===== src/rtl/core/orff_pkg.sv =====
// Types and constants shared by the obstacle risk force field modules.
package orff_pkg;

	// Field and datapath widths.
	localparam int CoordW  = 16;
	localparam int GainW   = 16;
	localparam int DistW   = 16;
	localparam int StopW   = 22;
	localparam int NumW    = 33;
	localparam int RiskW   = 15;
	localparam int QuoW    = 14;
	localparam int ResDivW = 22;

	// Square root cell widths and cell count.
	localparam int SqRemW  = 18;
	localparam int SqRadW  = 32;
	localparam int SqCells = SqRadW / 2;

	// Force division: product width and the split into remainder and shifted bits.
	localparam int ProdW    = 30;
	localparam int FcCells  = 15;

	// Register defaults and fixed values.
	localparam logic [GainW-1:0] GainReset = 16'd256;
	localparam logic [RiskW-1:0] RiskOne   = 15'd16384;
	localparam logic signed [16:0] VelOne  = 17'sd256;

	// Sideband carried along the square root chain.
	typedef struct packed {
		logic signed [CoordW-1:0] x;
		logic signed [CoordW-1:0] y;
		logic signed [CoordW-1:0] z;
		logic [StopW-1:0]         stop;
		logic                     vpos;
		logic                     nonpos;
		logic signed [NumW-1:0]   num;
		logic                     zero;
	} sq_side_t;

	// Sideband carried along the risk division chain.
	typedef struct packed {
		logic signed [CoordW-1:0] x;
		logic signed [CoordW-1:0] y;
		logic signed [CoordW-1:0] z;
		logic [DistW-1:0]         d;
		logic                     zero;
		logic                     full;
		logic                     nonpos;
	} rk_side_t;

	// Sideband carried along each force division chain.
	typedef struct packed {
		logic [RiskW-1:0] risk;
		logic             zero;
		logic             pos;
	} fc_side_t;

endpackage


===== src/rtl/core/orff_div_cell.sv =====
// One cell of a restoring division chain: resolves one quotient bit per cycle while en is high.
module orff_div_cell import orff_pkg::*; #(
	parameter int DW = 16,
	parameter int NW = 15,
	parameter int SW = 1
) (
	input  logic          clk,
	input  logic          arst_n,
	input  logic          en,
	input  logic          in_vld,
	input  logic [DW-1:0] in_rem,
	input  logic [NW-1:0] in_dq,
	input  logic [DW-1:0] in_dvs,
	input  logic [SW-1:0] in_side,
	output logic          out_vld,
	output logic [DW-1:0] out_rem,
	output logic [NW-1:0] out_dq,
	output logic [DW-1:0] out_dvs,
	output logic [SW-1:0] out_side
);

	logic [DW:0]   t;
	logic [DW:0]   diff;
	logic          ge;
	logic          vld_q;
	logic [DW-1:0] rem_q;
	logic [NW-1:0] dq_q;
	logic [DW-1:0] dvs_q;
	logic [SW-1:0] side_q;

	// Shift in the next dividend bit and compare against the divisor.
	always_comb begin
		t    = {in_rem, in_dq[NW-1]};
		diff = t - {1'b0, in_dvs};
		ge   = (t >= {1'b0, in_dvs});
	end

	// Valid bit of this cell.
	always_ff @(posedge clk or negedge arst_n) begin
		if (!arst_n) begin
			vld_q <= 1'b0;
		end else if (en) begin
			vld_q <= in_vld;
		end
	end

	// Remainder, dividend/quotient shift word, divisor and sideband.
	always_ff @(posedge clk) begin
		if (en) begin
			rem_q  <= ge ? diff[DW-1:0] : t[DW-1:0];
			dq_q   <= {in_dq[NW-2:0], ge};
			dvs_q  <= in_dvs;
			side_q <= in_side;
		end
	end

	assign out_vld  = vld_q;
	assign out_rem  = rem_q;
	assign out_dq   = dq_q;
	assign out_dvs  = dvs_q;
	assign out_side = side_q;

endmodule


===== config.mk =====
export PLATFORM = sky130hd
export DESIGN_NAME = orff_div_cell
export DESIGN_NICKNAME = d
export VERILOG_FILES = /design/src/rtl/core/orff_pkg.sv /design/src/rtl/core/orff_div_cell.sv
export SDC_FILE = /design/constraint.sdc
export NUM_CORES = 1
export LEC_CHECK = 0
export BUFFER_PORTS_ARGS = -buffer_cell sky130_fd_sc_hd__buf_4
export CAP_MARGIN = 20
export CORE_MARGIN = 2
export CORE_UTILIZATION = 39
export CTS_BUF_LIST = sky130_fd_sc_hd__clkbuf_8 sky130_fd_sc_hd__clkbuf_16
export DETAILED_ROUTE_END_ITERATION = 12
export GPL_ROUTABILITY_DRIVEN = 0
export PLACE_DENSITY = 0.66
export SLEW_MARGIN = 20
export SYNTH_ARGS = -nofsm -noshare
export SYNTH_HDL_FRONTEND = slang
export SYNTH_SLANG_ARGS = --single-unit

===== constraint.sdc =====
create_clock -name clk -period 1.3 [get_ports clk]
set_input_delay 0.195 -clock clk [delete_from_list [all_inputs] [get_ports clk]]
set_output_delay 0.195 -clock clk [all_outputs]
set_load 0.05 [all_outputs]

==> summary.txt <==
Post-synth EDFFs = 48
Die Wd = 86.3 µm
total gr overflow = 0
post-synthesis net count = 275
# diodes = 0
# IOs = 101
critical path startpoint category = primary input
synthesized area = 0.00264 mm²
non-filler cells, final = 440
top_reg_cell synth = edfxtp_1
vias per cell = 4.97
top post-synthesis cells by area = edfxtp_1 (55%), ha_1 (7.6%), mux2_4 (4.5%), inv_1 (3.4%), xnor2_1 (2.7%)
Total Routing Usage GR = 0.170
total CTS buffers = 5
initial core utilization = 0.409
fin crit share = 1.49
RSZ-0062 raised after global routing = true
met1 wire length = 2.84 mm
most frequent cells in the layout = buf_4 (148), edfxtp_1 (48), inv_1 (20)
area share of fa/ha/maj cells after synthesis = 0.0833
first-pass GRT wire length = 9.98 mm
Yosys top cell area share = 0.545
num rows = 29
largest area contributor in the netlist = edfxtp_1
clk_lat worst skew = 0.29 ns
Detailed Route Iter0 Violations = 85
Slowest-stage cell, CP = mux2_4
Crit Path Max Fanout = 7
WL met3 = 493 µm
Area growth syn-to-layout = 61.6%
WL/cell = 14.8 µm
deepest clock path buffer count = 2
CP Capture Type = register
violated checks = negative setup slack
outcome = complete, but fails checks
Mapped Cells = 206
overall power = 0.00504 W
Std-Cell Core Area = 0.00646 mm²
setup ws final = -0.643 ns
WL met2 = 3.14 mm
VDD IR max = 0.676 mV
Die Y = 86.3 µm
CP required = 1.35 ns
flop-to-flop setup slack = 0.55 ns
Final Hold Viols = 0
Nets = 431
vias in the first global route = 2080
# DRC = 0
Yosys warnings = 0
commonest non-fill, non-tap cell in the layout = buf_4
largest net degree at the start of global routing = 32
Pre-Repair DR Iteration Count = 4
post-synthesis sequential area ratio = 0.555
Crit path buffers/inverters = 3
distinct cell type count after synthesis = 44
H-tree depth = 2
worst hold path type = in2reg
highest routed layer = met4
Final Setup Violations = 17
post-synthesis mux area share = 0.0781
async set-or-reset flop fraction in the synthesized netlist = 0.0204
CP max stage delay = 0.30 ns
clk sink count = 49
max_slew headroom = 0.740
DRT antenna net count = 0
max-slew violation count = 0
# port buffers = 100
critical path class = in2reg
Avg Inst Size Synth = 12.8 µm²
hpwl dp = 4.89 mm
worst path cell trace = buf_12 -> inv_12 -> ha_4 -> a21o_1 -> a211o_1 -> a41o_1 -> a31oi_4 -> o21a_4 -> inv_8 -> mux2_4
min cycle time layout = 1.94 ns
skew final = 0 ns
layout cells sized above 1 = 0.576
DRT Wirelength = 6.50 mm
max_cap viols = 0
vias = 2186
fmax = 0.515 GHz
Core Util, Final = 0.661
critical path arrival = 1.99 ns
Pwr per Cell Area = 1180 mW/mm²
largest family of logic cells by synthesized area = compound AO/OA/AOI/OAI gates
clock-pin transition on the worst setup and hold timing paths = 0.11 ns
Slew @ Worst Pin = 0.386 ns
# placed instances = 425
xor and xnor area share after synthesis = 0.0398
post-synthesis simple-gate area fraction = 0.0663
total die area = 0.00745 mm²
clock root buffer = clkbuf_8
Largest delay share family, worst path = compound AO/OA/AOI/OAI gates
synthesis-stage register bit count = 49
Compound-Gate Fraction of Synth Area = 0.124
leak pwr = 1.92 nW
initial antenna violation count = 0
CTS tree = done
==> cells by family after synthesis <==
| logic type | after synthesis |
|---|---|
| AO/OA/AOI/OAI | 45 |
| AND/OR/NAND/NOR | 36 |
| adder cells (fa/ha/maj) | 17 |
| multiplexers | 16 |
| flip-flops | 49 |
| buffers and inverters | 31 |
| XOR/XNOR | 12 |
==> final cells by class <==
type | instances | area (µm²)
well taps | 77 | 96.3
clock inverters | 3 | 41.3
clock buffers | 5 | 68.8
repair inverters | 1 | 8.76
repair buffers | 154 | 1190
multi-input cells | 126 | 1270
inverters | 25 | 126
flip-flops and latches | 49 | 1470
fillers | 514 | 2190
==> synthesized netlist by cell type, drive strengths merged, types with 2 or more instances <==
master  number
ha          16
and3         2
a21o         3
a21oi       10
o21bai       4
clkbuf       4
mux2i        3
nand2       13
o21a         2
inv         25
nand4        3
o21ai        9
a31oi        4
xnor2        8
a41o         2
a211o        2
nand3        3
buf          2
edfxtp      48
a211oi       2
xor2         4
mux2        13
nor2         9
==> through the flow <==
| stage | setup slack, ns | hold WS [ns] | TNS (ns) | cell area [µm²] |
|---|---|---|---|---|
| finish | -0.643 | 0.0629 | -9.90 | 4270 |
| global route | -0.666 | 0.0527 | -10.55 | 4270 |
| detailed placement | -1.14 | -0.0288 | -17.16 | 3960 |
| global placement | -1.03 | -0.0301 | -15.82 | 3960 |
| floorplan | -0.951 | -0.101 | -13.69 | 2800 |
| CTS | -0.645 | 0.0592 | -10.08 | 4200 |
==> registers in the layout, indices dropped and copies added, names as in the netlist <==
| signal | count |
|---|---|
| out_rem | 16 |
| out_vld | 1 |
| out_dvs | 16 |
| out_dq | 15 |
| out_side | 1 |
==> power breakdown <==
| part | internal, W | switching [W] | leakage [nW] | total [W] |
|---|---|---|---|---|
| clock network | 0.000567 | 0.000533 | 0.0518 | 0.00110 |
| registers | 0.00194 | 0.0000469 | 0.482 | 0.00198 |
| logic | 0.000841 | 0.00111 | 1.39 | 0.00195 |
| total | 0.00334 | 0.00169 | 1.92 | 0.00504 |
==> layer usage <==
layer  global-route usage  vias up
li1                     -     1070
met1                0.215     1034
met2                0.292       80
met3               0.0457        2
met4               0.0398        0
met5                    0        -
==> what timing repair did <==
item                       CTS  global route
resized for setup           23            11
cloned                       1             0
setup endpoints to repair   17            17
hold endpoints to repair     1             0
buffers inserted             4             1
hold buffers                 1             0
pin swaps                   13             3
==> worst paths after layout <==
kind / from / end / depth (start not counted)
worst max-delay path: in_dvs[14] / out_rem[10] / 10
max in group asynchronous: arst_n / out_vld / 2
worst min-delay path: in_dvs[15] / out_dvs[15] / 1
min in group asynchronous: arst_n / out_vld / 2
worst max register to register: out_vld / out_vld / 1
worst min register to register: out_vld / out_vld / 1
(Power assumes the default switching activity.)
